### src/sv/sdc_pkg.sv
// Shared constants, codes and types for the SLIP deframer and classifier.
// No dependencies; compiled first.
`default_nettype none

package sdc_pkg;

  // Frame length limits and widths
  localparam int MAX_FRAME_BYTES = 2048;
  localparam int LEN_W           = 12;
  localparam logic [LEN_W-1:0] CFG_RESET_LEN = 12'd2048;

  // Result queue sizing: room for two results per item plus slack
  localparam int QUEUE_DEPTH = 4;
  localparam int PTR_W       = $clog2(QUEUE_DEPTH);
  localparam int CNT_W       = $clog2(QUEUE_DEPTH + 1);

  // SLIP framing codes
  localparam logic [7:0] BYTE_END     = 8'hC0;
  localparam logic [7:0] BYTE_ESC     = 8'hDB;
  localparam logic [7:0] BYTE_ESC_END = 8'hDC;
  localparam logic [7:0] BYTE_ESC_ESC = 8'hDD;

  // Characters used by the classifier
  localparam logic [7:0] CHR_NUL   = 8'h00;
  localparam logic [7:0] CHR_TAB   = 8'h09;
  localparam logic [7:0] CHR_LF    = 8'h0A;
  localparam logic [7:0] CHR_CR    = 8'h0D;
  localparam logic [7:0] CHR_SPACE = 8'h20;
  localparam logic [7:0] CHR_BANG  = 8'h21;
  localparam logic [7:0] CHR_QUERY = 8'h3F;
  localparam logic [7:0] CHR_TILDE = 8'h7E;

  // Result kinds
  localparam logic [1:0] KIND_DATA = 2'd0;
  localparam logic [1:0] KIND_END  = 2'd1;
  localparam logic [1:0] KIND_DROP = 2'd2;

  // Frame classes
  localparam logic [2:0] CLS_COMMAND = 3'd0;
  localparam logic [2:0] CLS_QUERY   = 3'd1;
  localparam logic [2:0] CLS_DEBUG   = 3'd2;
  localparam logic [2:0] CLS_TEXT    = 3'd3;
  localparam logic [2:0] CLS_PACKET  = 3'd4;

  typedef struct packed {
    logic [1:0]       kind;
    logic [7:0]       data_byte;
    logic [2:0]       frame_class;
    logic [LEN_W-1:0] frame_length;
  } sdc_result_t;

  // Up to two results per input beat; r0 goes out first
  typedef struct packed {
    logic        push0;
    logic        push1;
    sdc_result_t r0;
    sdc_result_t r1;
  } sdc_push_t;

endpackage

`default_nettype wire

### src/sv/sdc_if.sv
// Channel interfaces: raw byte input, result output, config write.
// Depends on sdc_pkg.
`default_nettype none

interface sdc_byte_if;
  logic       valid;
  logic       ready;
  logic [7:0] rx_byte;
  modport source (output valid, output rx_byte, input ready);
  modport sink   (input valid, input rx_byte, output ready);
endinterface

interface sdc_result_if import sdc_pkg::*; ();
  logic             valid;
  logic             ready;
  logic [1:0]       kind;
  logic [7:0]       data_byte;
  logic [2:0]       frame_class;
  logic [LEN_W-1:0] frame_length;
  modport source (output valid, output kind, output data_byte, output frame_class,
                  output frame_length, input ready);
  modport sink   (input valid, input kind, input data_byte, input frame_class,
                  input frame_length, output ready);
endinterface

interface sdc_cfg_if import sdc_pkg::*; ();
  logic             valid;
  logic             ready;
  logic [LEN_W-1:0] max_frame_length;
  modport source (output valid, output max_frame_length, input ready);
  modport sink   (input valid, input max_frame_length, output ready);
endinterface

`default_nettype wire

### src/sv/sdc_decode.sv
// SLIP unescape, length check and frame classification; holds frame state.
// Depends on sdc_pkg. Produces up to two results per accepted beat.
`default_nettype none

module sdc_decode import sdc_pkg::*; (
  input  logic             clk,
  input  logic             rst,
  input  logic             fire,
  input  logic [7:0]       rx_byte,
  input  logic [LEN_W-1:0] max_frame_length,
  output sdc_push_t        push
);

  logic             escape_pending, escape_pending_next;
  logic [LEN_W-1:0] byte_count, byte_count_next;
  logic [7:0]       first_payload_byte, first_payload_byte_next;
  logic             printable_so_far, printable_so_far_next;

  logic [LEN_W-1:0] limit;
  logic             drop;
  logic [LEN_W-1:0] cnt0;
  logic [7:0]       first0;
  logic             print0;
  logic [7:0]       c;
  logic             emit_data, emit_end;
  logic [2:0]       cls;
  sdc_result_t      drop_res, main_res;

  function automatic logic byte_is_texty(input logic [7:0] b);
    return (b == CHR_NUL) || (b == CHR_CR) || (b == CHR_LF) || (b == CHR_TAB) ||
           ((b >= CHR_SPACE) && (b <= CHR_TILDE));
  endfunction

  // Effective limit: zero reads as one, clamp to the build maximum
  always_comb begin
    if (max_frame_length == '0) begin
      limit = LEN_W'(1);
    end else if (int'(max_frame_length) > MAX_FRAME_BYTES) begin
      limit = LEN_W'(MAX_FRAME_BYTES);
    end else begin
      limit = max_frame_length;
    end
  end

  // Drop check comes first and restarts the frame, escape state kept
  assign drop   = byte_count >= limit;
  assign cnt0   = drop ? '0 : byte_count;
  assign first0 = drop ? '0 : first_payload_byte;
  assign print0 = drop ? 1'b1 : printable_so_far;

  // Frame class from first byte and text flag
  always_comb begin
    priority if (first0 == CHR_BANG) begin
      cls = CLS_COMMAND;
    end else if (first0 == CHR_QUERY) begin
      cls = CLS_QUERY;
    end else if (first0 == CHR_CR) begin
      cls = CLS_DEBUG;
    end else if (print0) begin
      cls = CLS_TEXT;
    end else begin
      cls = CLS_PACKET;
    end
  end

  // Unescape and next-state logic
  always_comb begin
    escape_pending_next     = escape_pending;
    byte_count_next         = cnt0;
    first_payload_byte_next = first0;
    printable_so_far_next   = print0;
    c                       = rx_byte;
    emit_data               = 1'b0;
    emit_end                = 1'b0;
    if (escape_pending) begin
      escape_pending_next = 1'b0;
      emit_data           = 1'b1;
      if (rx_byte == BYTE_ESC_END) begin
        c = BYTE_END;
      end else if (rx_byte == BYTE_ESC_ESC) begin
        c = BYTE_ESC;
      end
    end else if (rx_byte == BYTE_END) begin
      if (cnt0 != '0) begin
        emit_end                = 1'b1;
        byte_count_next         = '0;
        first_payload_byte_next = '0;
        printable_so_far_next   = 1'b1;
      end
    end else if (rx_byte == BYTE_ESC) begin
      escape_pending_next = 1'b1;
    end else begin
      emit_data = 1'b1;
    end
    if (emit_data) begin
      if (cnt0 == '0) begin
        first_payload_byte_next = c;
      end else if (!byte_is_texty(c)) begin
        printable_so_far_next = 1'b0;
      end
      byte_count_next = cnt0 + LEN_W'(1);
    end
  end

  // Result assembly: drop notice goes ahead of the byte's own result
  always_comb begin
    drop_res = '{kind: KIND_DROP, data_byte: '0, frame_class: '0, frame_length: byte_count};
    if (emit_end) begin
      main_res = '{kind: KIND_END, data_byte: '0, frame_class: cls, frame_length: cnt0};
    end else begin
      main_res = '{kind: KIND_DATA, data_byte: c, frame_class: '0, frame_length: '0};
    end
    push.push0 = fire && (drop || emit_data || emit_end);
    push.push1 = fire && drop && (emit_data || emit_end);
    push.r0    = drop ? drop_res : main_res;
    push.r1    = main_res;
  end

  // Frame state
  always_ff @(posedge clk) begin
    if (rst) begin
      escape_pending     <= 1'b0;
      byte_count         <= '0;
      first_payload_byte <= '0;
      printable_so_far   <= 1'b1;
    end else if (fire) begin
      escape_pending     <= escape_pending_next;
      byte_count         <= byte_count_next;
      first_payload_byte <= first_payload_byte_next;
      printable_so_far   <= printable_so_far_next;
    end
  end

  a_count_bounded: assert property (@(posedge clk) disable iff (rst)
    int'(byte_count) <= MAX_FRAME_BYTES)
    else $error("byte count above frame maximum");

  a_second_needs_first: assert property (@(posedge clk) disable iff (rst)
    push.push1 |-> (push.push0 && push.r0.kind == KIND_DROP))
    else $error("second result without leading drop notice");

  a_drop_restarts: assert property (@(posedge clk) disable iff (rst)
    (fire && drop && !emit_data) |=> byte_count == '0)
    else $error("frame count not restarted after drop");

endmodule

`default_nettype wire

### src/sv/sdc_result_queue.sv
// Small result queue: takes up to two results a cycle, emits one per beat.
// Depends on sdc_pkg and sdc_if.
`default_nettype none

module sdc_result_queue import sdc_pkg::*; (
  input  logic                clk,
  input  logic                rst,
  input  sdc_push_t           push,
  output logic                room,
  sdc_result_if.source        result
);

  sdc_result_t      slots [QUEUE_DEPTH];
  logic [PTR_W-1:0] wr_ptr, rd_ptr;
  logic [CNT_W-1:0] count;
  logic [CNT_W-1:0] n_push;
  logic             pop;
  sdc_result_t      head;

  // Room for a worst-case item of two results
  assign room   = count <= CNT_W'(QUEUE_DEPTH - 2);
  assign n_push = CNT_W'(push.push0) + CNT_W'(push.push1);
  assign pop    = result.valid && result.ready;

  // Head of queue drives the output
  assign head                = slots[rd_ptr];
  assign result.valid        = count != '0;
  assign result.kind         = head.kind;
  assign result.data_byte    = head.data_byte;
  assign result.frame_class  = head.frame_class;
  assign result.frame_length = head.frame_length;

  // Storage writes
  always_ff @(posedge clk) begin
    if (push.push0) begin
      slots[wr_ptr] <= push.r0;
    end
    if (push.push1) begin
      slots[PTR_W'(wr_ptr + PTR_W'(1))] <= push.r1;
    end
  end

  // Pointers and fill count
  always_ff @(posedge clk) begin
    if (rst) begin
      wr_ptr <= '0;
      rd_ptr <= '0;
      count  <= '0;
    end else begin
      wr_ptr <= wr_ptr + PTR_W'(n_push);
      rd_ptr <= rd_ptr + PTR_W'(pop);
      count  <= count + n_push - CNT_W'(pop);
    end
  end

  a_count_in_range: assert property (@(posedge clk) disable iff (rst)
    int'(count) <= QUEUE_DEPTH)
    else $error("result queue overflow");

  a_push_has_room: assert property (@(posedge clk) disable iff (rst)
    push.push0 |-> room)
    else $error("push into full result queue");

  a_pop_drains: assert property (@(posedge clk) disable iff (rst)
    (pop && !push.push0) |=> count == $past(count) - CNT_W'(1))
    else $error("count did not drop on pop");

endmodule

`default_nettype wire

### src/sv/slip_deframer_classifier.sv
// SLIP deframer and frame classifier, top level.
// Depends on sdc_pkg, sdc_if, sdc_decode and sdc_result_queue.
//
//   channel  dir  payload                                        beat when
//   rx       in   rx_byte[7:0]                                   valid & ready
//   result   out  kind, data_byte, frame_class, frame_length     valid & ready
//   cfg      in   max_frame_length[11:0]                         valid & ready
//
// One input beat per cycle while the queue has room; each byte is decoded in the cycle
// it is taken and its results enter a four-entry result queue, first result visible the
// next cycle. A byte that causes a drop notice plus a data or frame-end result needs two
// output beats; the queue absorbs that, so input stalls only when it is over half full.
// Synchronous reset clears frame state, the queue and sets the limit to 2048.
// cfg is always ready.
`default_nettype none

module slip_deframer_classifier import sdc_pkg::*; (
  input  logic         clk,
  input  logic         rst,
  sdc_byte_if.sink     rx,
  sdc_result_if.source result,
  sdc_cfg_if.sink      cfg
);

  logic [LEN_W-1:0] max_frame_length;
  logic             room;
  logic             fire;
  sdc_push_t        push;

  // Limit register
  assign cfg.ready = 1'b1;

  always_ff @(posedge clk) begin
    if (rst) begin
      max_frame_length <= CFG_RESET_LEN;
    end else if (cfg.valid && cfg.ready) begin
      max_frame_length <= cfg.max_frame_length;
    end
  end

  // Input handshake
  assign rx.ready = room;
  assign fire     = rx.valid && room;

  sdc_decode u_decode (
    .clk              (clk),
    .rst              (rst),
    .fire             (fire),
    .rx_byte          (rx.rx_byte),
    .max_frame_length (max_frame_length),
    .push             (push)
  );

  sdc_result_queue u_queue (
    .clk    (clk),
    .rst    (rst),
    .push   (push),
    .room   (room),
    .result (result)
  );

endmodule

`default_nettype wire
### src/flat_wrapper.sv
// flat-port wrapper written by rule: the top's interface ports become plain ports
module slip_deframer_classifier_flat import sdc_pkg::*;
  (clk, rst, rx_valid, rx_rx_byte, rx_ready, result_valid, result_kind, result_data_byte, result_frame_class, result_frame_length, result_ready, cfg_valid, cfg_max_frame_length, cfg_ready);
  sdc_byte_if rx_i ();
  sdc_result_if result_i ();
  sdc_cfg_if cfg_i ();
  input  logic clk;
  input  logic rst;
  input wire logic [$bits(rx_i.valid)-1:0] rx_valid;
  input wire logic [$bits(rx_i.rx_byte)-1:0] rx_rx_byte;
  output wire logic [$bits(rx_i.ready)-1:0] rx_ready;
  output wire logic [$bits(result_i.valid)-1:0] result_valid;
  output wire logic [$bits(result_i.kind)-1:0] result_kind;
  output wire logic [$bits(result_i.data_byte)-1:0] result_data_byte;
  output wire logic [$bits(result_i.frame_class)-1:0] result_frame_class;
  output wire logic [$bits(result_i.frame_length)-1:0] result_frame_length;
  input wire logic [$bits(result_i.ready)-1:0] result_ready;
  input wire logic [$bits(cfg_i.valid)-1:0] cfg_valid;
  input wire logic [$bits(cfg_i.max_frame_length)-1:0] cfg_max_frame_length;
  output wire logic [$bits(cfg_i.ready)-1:0] cfg_ready;
  assign rx_i.valid = rx_valid;
  assign rx_i.rx_byte = rx_rx_byte;
  assign rx_ready = rx_i.ready;
  assign result_valid = result_i.valid;
  assign result_kind = result_i.kind;
  assign result_data_byte = result_i.data_byte;
  assign result_frame_class = result_i.frame_class;
  assign result_frame_length = result_i.frame_length;
  assign result_i.ready = result_ready;
  assign cfg_i.valid = cfg_valid;
  assign cfg_i.max_frame_length = cfg_max_frame_length;
  assign cfg_ready = cfg_i.ready;
  slip_deframer_classifier u_core (.clk(clk), .rst(rst), .rx(rx_i), .result(result_i), .cfg(cfg_i));
endmodule
### config.mk
export PLATFORM = sky130hd
export DESIGN_NAME = slip_deframer_classifier_flat
export DESIGN_NICKNAME = d
export VERILOG_FILES = /design/src/sv/sdc_pkg.sv /design/src/sv/sdc_if.sv /design/src/sv/sdc_decode.sv /design/src/sv/sdc_result_queue.sv /design/src/sv/slip_deframer_classifier.sv /design/src/flat_wrapper.sv
export SDC_FILE = /design/constraint.sdc
export NUM_CORES = 1
export LEC_CHECK = 0
export ABC_AREA = 1
export ABC_CLOCK_PERIOD_IN_PS = 11900
export BUFFER_PORTS_ARGS = -buffer_cell sky130_fd_sc_hd__buf_2
export CORE_ASPECT_RATIO = 1.5
export CORE_MARGIN = 1
export CORE_UTILIZATION = 30
export CTS_CLUSTER_SIZE = 28
export DETAILED_ROUTE_END_ITERATION = 8
export PLACE_DENSITY_LB_ADDON = 0.1
export SYNTH_ARGS = -nofsm -noshare
export SYNTH_HDL_FRONTEND = slang
export SYNTH_SLANG_ARGS = --single-unit
### constraint.sdc
create_clock -name clk -period 11.9 [get_ports clk]
set_input_delay 0.595 -clock clk [delete_from_list [all_inputs] [get_ports clk]]
set_output_delay 0.595 -clock clk [all_outputs]
set_load 0.005 [all_outputs]
### After elaboration in Yosys (flattened, before gate mapping)

Memories as Yosys holds them, arrays and structs flattened. A register that Yosys moved wholly into a read port is not among the register bits.
Cells that the tools add are included.

* bits in registers: 41
* RAM bits: 100
* input bits: 25
* output and inout port bits: 28
* logic and storage cells: 92
* memories: 1

* add/subtract/negate cells: 7
* magnitude comparators: 5
* equality and inequality tests: 10
* muxes and demuxes: 43
* reduce and logical (&&, ||, !) cells: 18

Memory list
* u_core.u_queue.slots: depth 4, bits a word 25, read ports 1, clocked after memory_dff 1, wr ports 2, RTL line sdc_result_queue.sv:13 `sdc_result_t slots [QUEUE_DEPTH];`

Operator list (number)
* 2-to-1 mux 12 bit: 7
* 2-to-1 mux 8 bit: 9
* equality test 8 x 4 -> 1 bit, second input constant: 4
* equality test 8 bit, second input constant: 4
* 2-to-1 mux 25 bit: 1
* logical NOT 12 bit: 2
* 2-to-1 mux 24 bit: 1
* 2-to-1 mux 1 bit: 20
* equality test 8 x 6 -> 1 bit, second input constant: 2
* adder 12 x 1 -> 12 bit, second input constant: 1
* greater-or-equal comparator 12 bit: 1
* > comparator 12 bit, second input constant: 1
* 2-to-1 mux 3 bit: 4
* nonzero test 12 bit: 1
* greater-or-equal comparator 8 x 6 -> 1 bit, second input constant: 1
* <= comparator 8 x 7 -> 1 bit, second input constant: 1
* logical NOT 8 bit: 1
* logical OR 1 bit: 7
* logical AND 1 bit: 6
* adder 3 x 2 -> 3 bit: 1
* <= comparator 3 x 2 -> 1 bit, second input constant: 1
* nonzero test 3 bit: 1
* subtractor 3 x 1 -> 3 bit: 1
* adder 1 x 1 -> 2 bit: 1
* other kinds (4): 4

### Depth between registers and ports, before layout

Gate-level depths: netlist (run 1).

* word-level depth: 14
* gate-level depth with buffers: 32
* mapped depth without buffers: 31

### By module

Synthesis (run 1) repeated with hierarchy kept, for this count alone.

* cell total of the unflattened synthesis: 1136
* area, all modules: 8922.3 um^2

By module, submodules not included
* sdc_result_queue: instances 1, cells an instance 600, area an instance 5809.3 um^2, seq. area each 3143.0 um^2
* sdc_decode: instances 1, cells an instance 457, area an instance 2600.0 um^2, seq. area each 440.4 um^2
* slip_deframer_classifier: instances 1, cells an instance 79, area an instance 513.0 um^2, seq. area each 240.2 um^2

### Worst setup path after synthesis (run 1)

No wires, ideal clock.

* kind: register to register
* start point: reg u_core.max_frame_length[4]
* end point: reg u_core.u_queue.count[2]
* library setup time: 120 ps
* data arrival time: 4367 ps
* data required time: 11780 ps
* setup slack: 7413 ps
* cell stages (with the launch flop): 33
* path buffers: 1
* period minus slack after synthesis: 4487 ps
* cell sequence: dfxtp_1 -> nor4_1 -> nand4_1 -> nor4_1 -> nor2_1 -> clkinv_1 -> nand2_1 -> ha_1 -> nand2_1 -> nor2_4 -> nand2_2 -> nor2_2 -> nand2_2 -> nand2_4 -> buf_6 -> nor2_1 -> inv_1 -> ha_1 -> nand2_1 -> nor2_2 -> nand2_4 -> inv_2 -> nor2_1 -> nor2_2 -> a21oi_1 -> ha_1 -> inv_1 -> ha_1 -> inv_1 -> ha_1 -> fa_1 -> o21ai_0 -> a21oi_1

* cells in the longest elaborated chain, start to end: 14
* elaborated cells on any way between the ends: 19
* those cells by class: 3 x add/sub; 2 x order compare; 6 x mux; 8 x reduce/logical

Ends and longest elaborated chain
* start: declaration: RTL line slip_deframer_classifier.sv:25 `logic [LEN_W-1:0] max_frame_length;`
* start signal: assignment: RTL line slip_deframer_classifier.sv:37 `max_frame_length <= cfg.max_frame_length;`
* > comparator 12 bit: RTL line sdc_decode.sv:38 `end else if (int'(max_frame_length) > MAX_FRAME_BYTES) begin`
* 2-to-1 mux 12 bit: RTL line sdc_decode.sv:38
* 2-to-1 mux 12 bit *: RTL line sdc_decode.sv:36 `if (max_frame_length == '0) begin`
* greater-or-equal comparator 12 bit *: RTL line sdc_decode.sv:46 `assign drop = byte_count >= limit;`
* 2-to-1 mux 12 bit: RTL line sdc_decode.sv:47 `assign cnt0 = drop ? '0 : byte_count;`
* nonzero test 12 bit: RTL line sdc_decode.sv:84 `if (cnt0 != '0) begin`
* 2-to-1 mux 1 bit: RTL line sdc_decode.sv:84
* 2-to-1 mux 1 bit: RTL line sdc_decode.sv:83 `end else if (rx_byte == BYTE_END) begin`
* 2-to-1 mux 1 bit: RTL line sdc_decode.sv:75 `if (escape_pending) begin`
* logical OR 1 bit, on equally long branches: RTL line sdc_decode.sv:113, sdc_decode.sv:114
* logical AND 1 bit, on equally long branches: RTL line sdc_decode.sv:113, sdc_decode.sv:114
* adder 1 x 1 -> 2 bit *: RTL line sdc_result_queue.sv:22 `assign n_push = CNT_W'(push.push0) + CNT_W'(push.push1);`
* adder 3 x 2 -> 3 bit *: RTL line sdc_result_queue.sv:52 `count <= count + n_push - CNT_W'(pop);`
* subtractor 3 x 1 -> 3 bit *: RTL line sdc_result_queue.sv:52
* end signal: assignment: RTL line sdc_result_queue.sv:52
* end: declaration: RTL line sdc_result_queue.sv:15 `logic [CNT_W-1:0] count;`

Every way passes the cells marked *; elsewhere a longest branch is shown, timed or not.
A chain may end at the register's enable or synchronous reset.

### Worst setup path after layout (run 1)

Ends and elaborated chain as after synthesis.

==> impl_summary.md, run 1 <==
Detailed routing
The first-pass iteration count of the detailed router is 5. The wire length per cell is 18.1 microns. For this run, design rule violations remaining after detail routing come to 0. The via count is roughly 6300. The wire length after detailed routing is roughly 23 mm. After detailed routing, the number of vias per cell comes to approximately 5.0. The number of DRC markers after the initial detailed-route iteration is 300. The count of nets left with antenna violations once routing finished came out at 0.

STA
The number of failing setup endpoints in the final timing report is 0. The number of slew-limit violations in the final report is 0. The final critical path takes up between 40% and 50% of the cycle.

The relative max-transition margin is between 30% and 40%. The minimum clock period after layout is between 4 and 5 ns. Setup repair after global routing left no endpoint under its margin.

Across the routed clock network, the largest skew measured is around 0.0061 ns. The setup total negative slack is 0 ns. The hold violation count in the final report came to 0. At the pin with the least slew margin, the transition time is 0.922 ns. Timing would allow up to approximately 200 MHz.

Cells and area
The library cell used most frequently in the layout, excluding fill and tap cells, is sky130_fd_sc_hd__nor2_1. At the end of the flow, the number of nets in the layout was about 980. The top cell types in the final layout, fill and taps aside, are sky130_fd_sc_hd__nor2_1, sky130_fd_sc_hd__nand2_1, sky130_fd_sc_hd__edfxtp_1. The multi-input combinational cell area is ~3300 sq um. Relative to the synthesized area, the layout overhead comes to 13.9%.

In the final layout, flip-flops and latches occupy ~3800 sq um. Cells fill a little over a third of the core in the end. Leaving out filler cells and counting taps, the final layout contains about 1300.

The number of antenna diodes in the final layout is 0. The fraction of layout cells with a size suffix above 1 is between 10% and 20%. The number of fill cells is roughly 2700.

Setup path
In this run the worst path has a maximum fanout of 14. The worst path required time is 12.22 ns. The buffers plus inverters on the worst setup path is 5. The library cell contributing the largest single delay on the critical path is sky130_fd_sc_hd__fa_1. The largest stage delay on the critical path is around 0.37 ns. The kind of cell with the highest combined delay along the critical path is simple AND/OR/NAND/NOR gates. The category of the most critical setup path is register to register. Data on the critical path arrives at its endpoint at between 5 and 6 ns.

The worst setup path is launched from a register. The most numerous cell type found on the critical path is sky130_fd_sc_hd__ha_1. The critical path endpoint category is a register.

Clocking
TritonCTS built the clock tree. The number of buffers created by CTS is 17. The hold buffer count at cts is 0. The H-tree depth reported by CTS is 4.

The insertion delay to the later sink of the worst-skew pair is around 0.43 ns. The number of buffers inserted to repair setup after CTS is 0. The post-cts gate resize count is 0.

The clock tree buffer depth is 2. The clock transition time at the flip-flop clock pins of the worst setup and hold paths is 0.06 ns. The clock sink total is between 100 and 150.

The clock tree root buffer cell is sky130_fd_sc_hd__clkbuf_16.

Yosys
The warning count from the yosys run is 0. The count of mapped cells out of synthesis is approximately 910. The share of the synthesized area in the top cell type is a little under two fifths. In this run the mean area of a mapped cell was 8.53 sq um.

The combined area of all synthesized cells is a little under 8000 sq um. Summed over all instances, the cell type with the most area after synthesis is sky130_fd_sc_hd__edfxtp_1. The post-synthesis sequential area ratio is between 40 and 50%. Yosys mapped the design onto 48 distinct sky130hd cell types. The number of nets produced by synthesis is ~950.

By area the synthesized netlist is led by sky130_fd_sc_hd__edfxtp_1, sky130_fd_sc_hd__dfxtp_1, sky130_fd_sc_hd__nor2_1. In this run, synthesis produced a sequential element count of around 140.

Power
Dividing total power by cell area gives a power density of between 200 and 250 nW/um^2. The static leakage is between 3 and 4 nW. VDD sags by at most 0.000113 V.

Global route
The via count of the first global-routing pass is 6434. The largest net degree at the start of global routing is 53. The global routing usage summed across all routing layers is a little under a fifth. The first global-routing pass estimated 36.4 mm of wire.

The number of antenna violations at the first check in global routing is 0. The overall overflow remaining after global route is 0.

Job
Across the run, the number of max-cap violations was 0.

Floorplanning
The total core area is 25200 sq um. For this configuration, the core starts out at a cell density of 30.7%. The vertical die dimension is around 200 microns. From left edge to right edge, the die measures 133 microns.

The boundary pin count is 53. The number of rows created at floorplan is 71. The die outline area is between 20000 and 30000 sq um.

Placement
The cell count after placement is 1244. The global placer's final weighted congestion is roughly 0.85. During placement, the flow inserted port buffers numbering 51. Once detailed placement completed, the half-perimeter wirelength came to ~15 mm.

Hold path
The path class of the tightest hold or removal check is primary input to register.

Status
The run finished with clean final reports.
-- cells by family (layout without fill, tap and decap cells) --
| group | Yosys count | count (layout) | synth area share (%) |
|---|---|---|---|
| AO/OA/AOI/OAI | 228 | 228 | 16.1 |
| XOR/XNOR | 3 | 3 | 0.340 |
| adder cells (fa/ha/maj) | 21 | 21 | 3.49 |
| buffers and inverters | 146 | 187 | 8.36 |
| flip-flops | 141 | 141 | 48.9 |
| other | 1 | 1 | 0.0485 |
| AND/OR/NAND/NOR | 367 | 367 | 22.7 |
-- state kept, by name, summed over array words and instances, names as in the netlist --
signal,flops
u_core.u_queue.slots,100
u_core.max_frame_length,12
u_core.u_decode.byte_count,12
u_core.u_decode.first_payload_byte,8
u_core.u_queue.count,3
u_core.u_queue.rd_ptr,2
u_core.u_queue.wr_ptr,2
u_core.u_decode.escape_pending,1
u_core.u_decode.printable_so_far,1
-- report_power, final --
part	switching, mW	internal [mW]	total, mW	leakage [nW]
sequential	0.0467	0.641	0.687	1.25
combinational	0.447	0.190	0.637	1.72
clock	0.218	0.378	0.596	0.324
-- per-stage QoR --
stage / instance area (sq um) / power, mW / hold slack [ns] / setup slack (ns)
after floorplan: 7730 / 1.14 / 0.441 / 7.41
after global placement: 8160 / 1.35 / 0.457 / 7.03
after detailed placement: 8160 / 1.35 / 0.455 / 6.88
after CTS: 8810 / 1.95 / 0.364 / 6.85
after global routing: 8810 / 2.05 / 0.383 / 6.27
final: 8810 / 1.92 / 0.389 / 6.91
-- path summary, 6_finish.rpt --
path / cells past startpoint / to / slack, ns / startpoint
setup / recovery: 31 / u_core.u_queue.count[2] / 6.91 / u_core.max_frame_length[4]
hold / removal: 3 / u_core.max_frame_length[9] / 0.39 / cfg_max_frame_length[9]
setup reg to reg: 31 / u_core.u_queue.count[2] / 6.91 / u_core.max_frame_length[4]
hold reg to reg: 2 / u_core.u_queue.slots[2][24] / 0.46 / u_core.u_queue.slots[2][24]
-- final cells by class --
class | instances | share of cell area [%]
Clock inverter | 14 | 2.43
Timing Repair Buffer | 54 | 3.15
Multi-Input combinational cell | 620 | 37.5
Sequential cell | 141 | 42.9
Tap cell | 328 | 4.66
Inverter | 101 | 4.36
Clock buffer | 18 | 4.98
-- worst min-delay path: stages --
cell and delay, ns:
sky130_fd_sc_hd__buf_2 0.07, sky130_fd_sc_hd__nor2_1 0.03, sky130_fd_sc_hd__nor2_1 0.08
-- Yosys cell counts, drive strengths merged --
cell type,number
a21boi,1
a21oi,95
a31oi,5
and3,1
buf,23
clkbuf,22
clkinv,2
conb,1
dfxtp,45
edfxtp,96
fa,1
ha,20
inv,99
nand2,127
nand3,36
nand3b,2
nand4,15
nor2,171
nor3,8
nor3b,1
nor4,6
o211ai,4
o21ai,94
o21bai,1
o22ai,26
o311ai,1
o41ai,1
xnor2,1
xor2,2
-- routing by layer --
metal | global-route usage (%) | share of wire [%]
met5 | 0 | 0
met3 | 3.29 | 2.7
met1 | 19.6 | 40
met2 | 35.7 | 54
met4 | 7.79 | 2.9
Note: power is estimated with default switching activity, not from simulation.
==> run 2, diff against run 1 <==
- ABC_CLOCK_PERIOD_IN_PS: 11900 -> 4100
- clock period: 11.9 -> 4.1 ns (I/O delays scaled with it)
==> impl_summary.md, run 2 (synthesized netlist as in run 1, its figures left out) <==
Status
The flow ran to the end, but the final reports show violations. The final reports fail on negative setup slack.

Global route
The global routing usage summed across all routing layers is 18.5% (about the same). The global routing met3 resource utilization was 2.75% (-0.54 points). The fraction of met2 tracks used by global routing was 36.1% (+0.41 points). The via count of the first global-routing pass is 6588 (+2.4%). The largest net degree at the start of global routing is 53 (unchanged). The busiest metal layer after global routing is met2. The overall overflow remaining after global route is 0 (unchanged). The number of antenna violations at the first check in global routing was 0 (unchanged).

The first-pass GRT wire length is 36.6 mm (+0.40%). The met1 track demand over resource in global routing is 19.9% (+0.28 points).

STA
The number of failing setup endpoints in the final timing report is 3 (+3). The final worst setup slack was -0.390 ns (-7.30 ns). The final setup skew came to 0.0113 ns (+0.00518 ns). The measured slew at the worst slew-check pin is 0.922 ns (-0.000811 ns).

The achievable clock frequency is 223 MHz (+11%). The relative max-transition margin is 38.0% (-0.44 points). The minimum clock period after layout is 4.49 ns (-0.496 ns).

The number of slew-limit violations in the final report was 0 (unchanged). The hold violation count in the final report is 0 (unchanged). Setup repair after global routing could not meet its margin everywhere. The share of the cycle needed by the critical path after routing came to 110% (+68 points).

Floorplanning
The vertical die dimension is 199 microns (unchanged). The boundary pin count came to 53 (unchanged). The die outline area is 26400 sq um (unchanged). The die boundary width was 133 microns (unchanged). The effective utilization at floorplan is 30.7% (unchanged).

The total core area is 25200 sq um (unchanged). The number of rows created at floorplan is 71 (unchanged).

Setup path
The critical path startpoint is u_core.max_frame_length[7]. The slowest stage of the critical path belongs to the cell sky130_fd_sc_hd__fa_2. The largest stage delay on the critical path was 0.53 ns (+0.16 ns). The largest fanout on the critical path is 5 (-9). The category of the most critical setup path is register to register.

The source of the worst register-to-register timing path is u_core.max_frame_length[7]. The arrival time reported for the critical path endpoint is 4.86 ns (-0.44 ns). STA classifies the critical path startpoint as a register. The worst path required time came to 4.47 ns (-7.75 ns). STA classifies the critical path endpoint as a register.

Detailed routing
The number of DRC markers after the initial detailed-route iteration was 374 (+25%). The wire length after detailed routing is 23.9 mm (+3.4%). The via count came to 6559 (+3.5%). The final routed DRC violation total is 0 (unchanged). The average via count per standard cell is 4.87 (-2.0%). The wire length per cell came to 17.8 microns (-2.1%).

The first-pass iteration count of the detailed router came to 4 (-1). The number of routed nets with antenna violations is 0 (unchanged).

Clocking
The tree is rooted in a sky130_fd_sc_hd__clkbuf_16. The clock tree buffer depth is 2 (unchanged). TritonCTS built the clock tree. The number of buffers created by CTS was 17 (unchanged).

The clock sink total was 141 (unchanged). The clock transition time at the flip-flop clock pins of the worst setup and hold paths is 0.06 ns (about the same). The H-tree depth reported by CTS is 4 (unchanged). The insertion delay to the later sink of the worst-skew pair was 0.43 ns (about the same).

Cells and area
The fraction of layout cells with a size suffix above 1 is 22.6% (+7.9 points). The count of nets after finishing was 1053 (+7.3%). The library cell used most frequently in the layout, excluding fill and tap cells, is sky130_fd_sc_hd__nor2_1. The library cells used most frequently in the layout, excluding fill and tap cells, are sky130_fd_sc_hd__nor2_1, sky130_fd_sc_hd__nand2_1, sky130_fd_sc_hd__edfxtp_1. The largest registers in the layout are u_core.u_queue.slots: 100 flops, u_core.max_frame_length: 12 flops, u_core.u_decode.byte_count: 12 flops. u_core.u_queue.slots holds more flip-flops than any other register. The number of antenna diodes is 0 (unchanged).

The number of flip-flops in the largest register was 100 (unchanged). From synthesis to final layout, the design area changed by 25.5%. The share of the core filled with cells is 38.5% (+3.5 points). The number of fill cells was 2633 (-4.1%).

The count of non-filler cells in the finished layout is 1348 (+5.6%).

Power
The maximum vdd ir drop was 0.000286 V (+150%). The static leakage is 3.67 nW (+11%). The power density of the placed cells is 616 nW/um^2 (+180%).

The overall power is 5.98 mW (+210%).

Placement
The count of input and output buffers is 51 (unchanged). The detailed-placement wirelength estimate is 16.0 mm (+3.5%). The cell count after placement is 1295 (+4.1%). The global placer's final weighted congestion came to 0.807 (-5.2%). The placement-stage worst setup slack came to -0.413 ns (-7.29 ns).

Hold path
The min-delay analysis places its worst path in the category primary input to register. The startpoint identified for the worst hold timing path is cfg_max_frame_length[0].

Job
The number of maximum-capacitance violations came to 0 (unchanged).
run 2: cell types whose count changed in the layout (fill, tap and decap cells not counted), sizes merged:
cell         change
inv              -1
clkinv           -2
bufinv           -1
buf             +59
dlygate4sd3     +10
clkbuf           +5
clkinvlp         +2
run 2: critical path: cells and delay by family (launching register included):
kind          cells  cell delay [ns]
fa+ha+maj         6             1.61
buf+inv           7             0.48
flops             1             0.33
simple gates     19             2.00
run 2: per-stage QoR:
stage                     setup TNS [ns]  hold WS, ns  cell area [sq um]
after floorplan                   -0.493        0.331               7750
after global placement            -0.594        0.426               8590
after detailed placement          -0.881        0.423               8590
after CTS                         -0.482       0.0394               9410
after global routing              -24.00       0.0870               9710
final                             -0.792       0.0535               9710
run 2: final timing paths:
| kind | slack [ns] | end | cells after the start |
|---|---|---|---|
| worst max-delay path | -0.39 | u_core.u_queue.count[1] | 32 |
| worst min-delay path | 0.05 | u_core.max_frame_length[0] | 3 |
| worst max register to register | -0.39 | u_core.u_queue.count[1] | 32 |
| worst min register to register | 0.46 | u_core.u_queue.slots[1][24] | 2 |
run 2: report_power, final:
| group | leakage, nW | internal, mW | switching [mW] | total, mW |
|---|---|---|---|---|
| registers | 1.25 | 1.85 | 0.138 | 1.99 |
| clock network | 0.289 | 1.02 | 0.612 | 1.63 |
| logic | 2.13 | 0.907 | 1.45 | 2.36 |
| total | 3.67 | 3.78 | 2.20 | 5.98 |
run 2: what timing repair did:
| item | in CTS | in global routing |
|---|---|---|
| gates cloned | 1 | 2 |
| hold endpoints to repair | 10 | 0 |
| setup buffers | 3 | 6 |
| hold buffers | 10 | 0 |
| setup endpoints to repair | 4 | 106 |
| resized for setup | 22 | 41 |
| pin swaps | 5 | 24 |
run 2: layout make-up:
type	count	area, sq um	area share [%]
clock buffers	21	440	4.54
flip-flops and latches	141	3790	39.0
repair inverters	1	5.00	0.0516
clock inverters	11	166	1.71
inverters	101	397	4.09
well taps	328	410	4.23
repair buffers	125	950	9.78
multi-input cells	620	3550	36.6
run 2: metal layers:
metal,part of all wire [%],routed length [microns]
met1,40,9570
met2,56,13300
met3,2.4,571
met4,2.1,503
met5,0,0
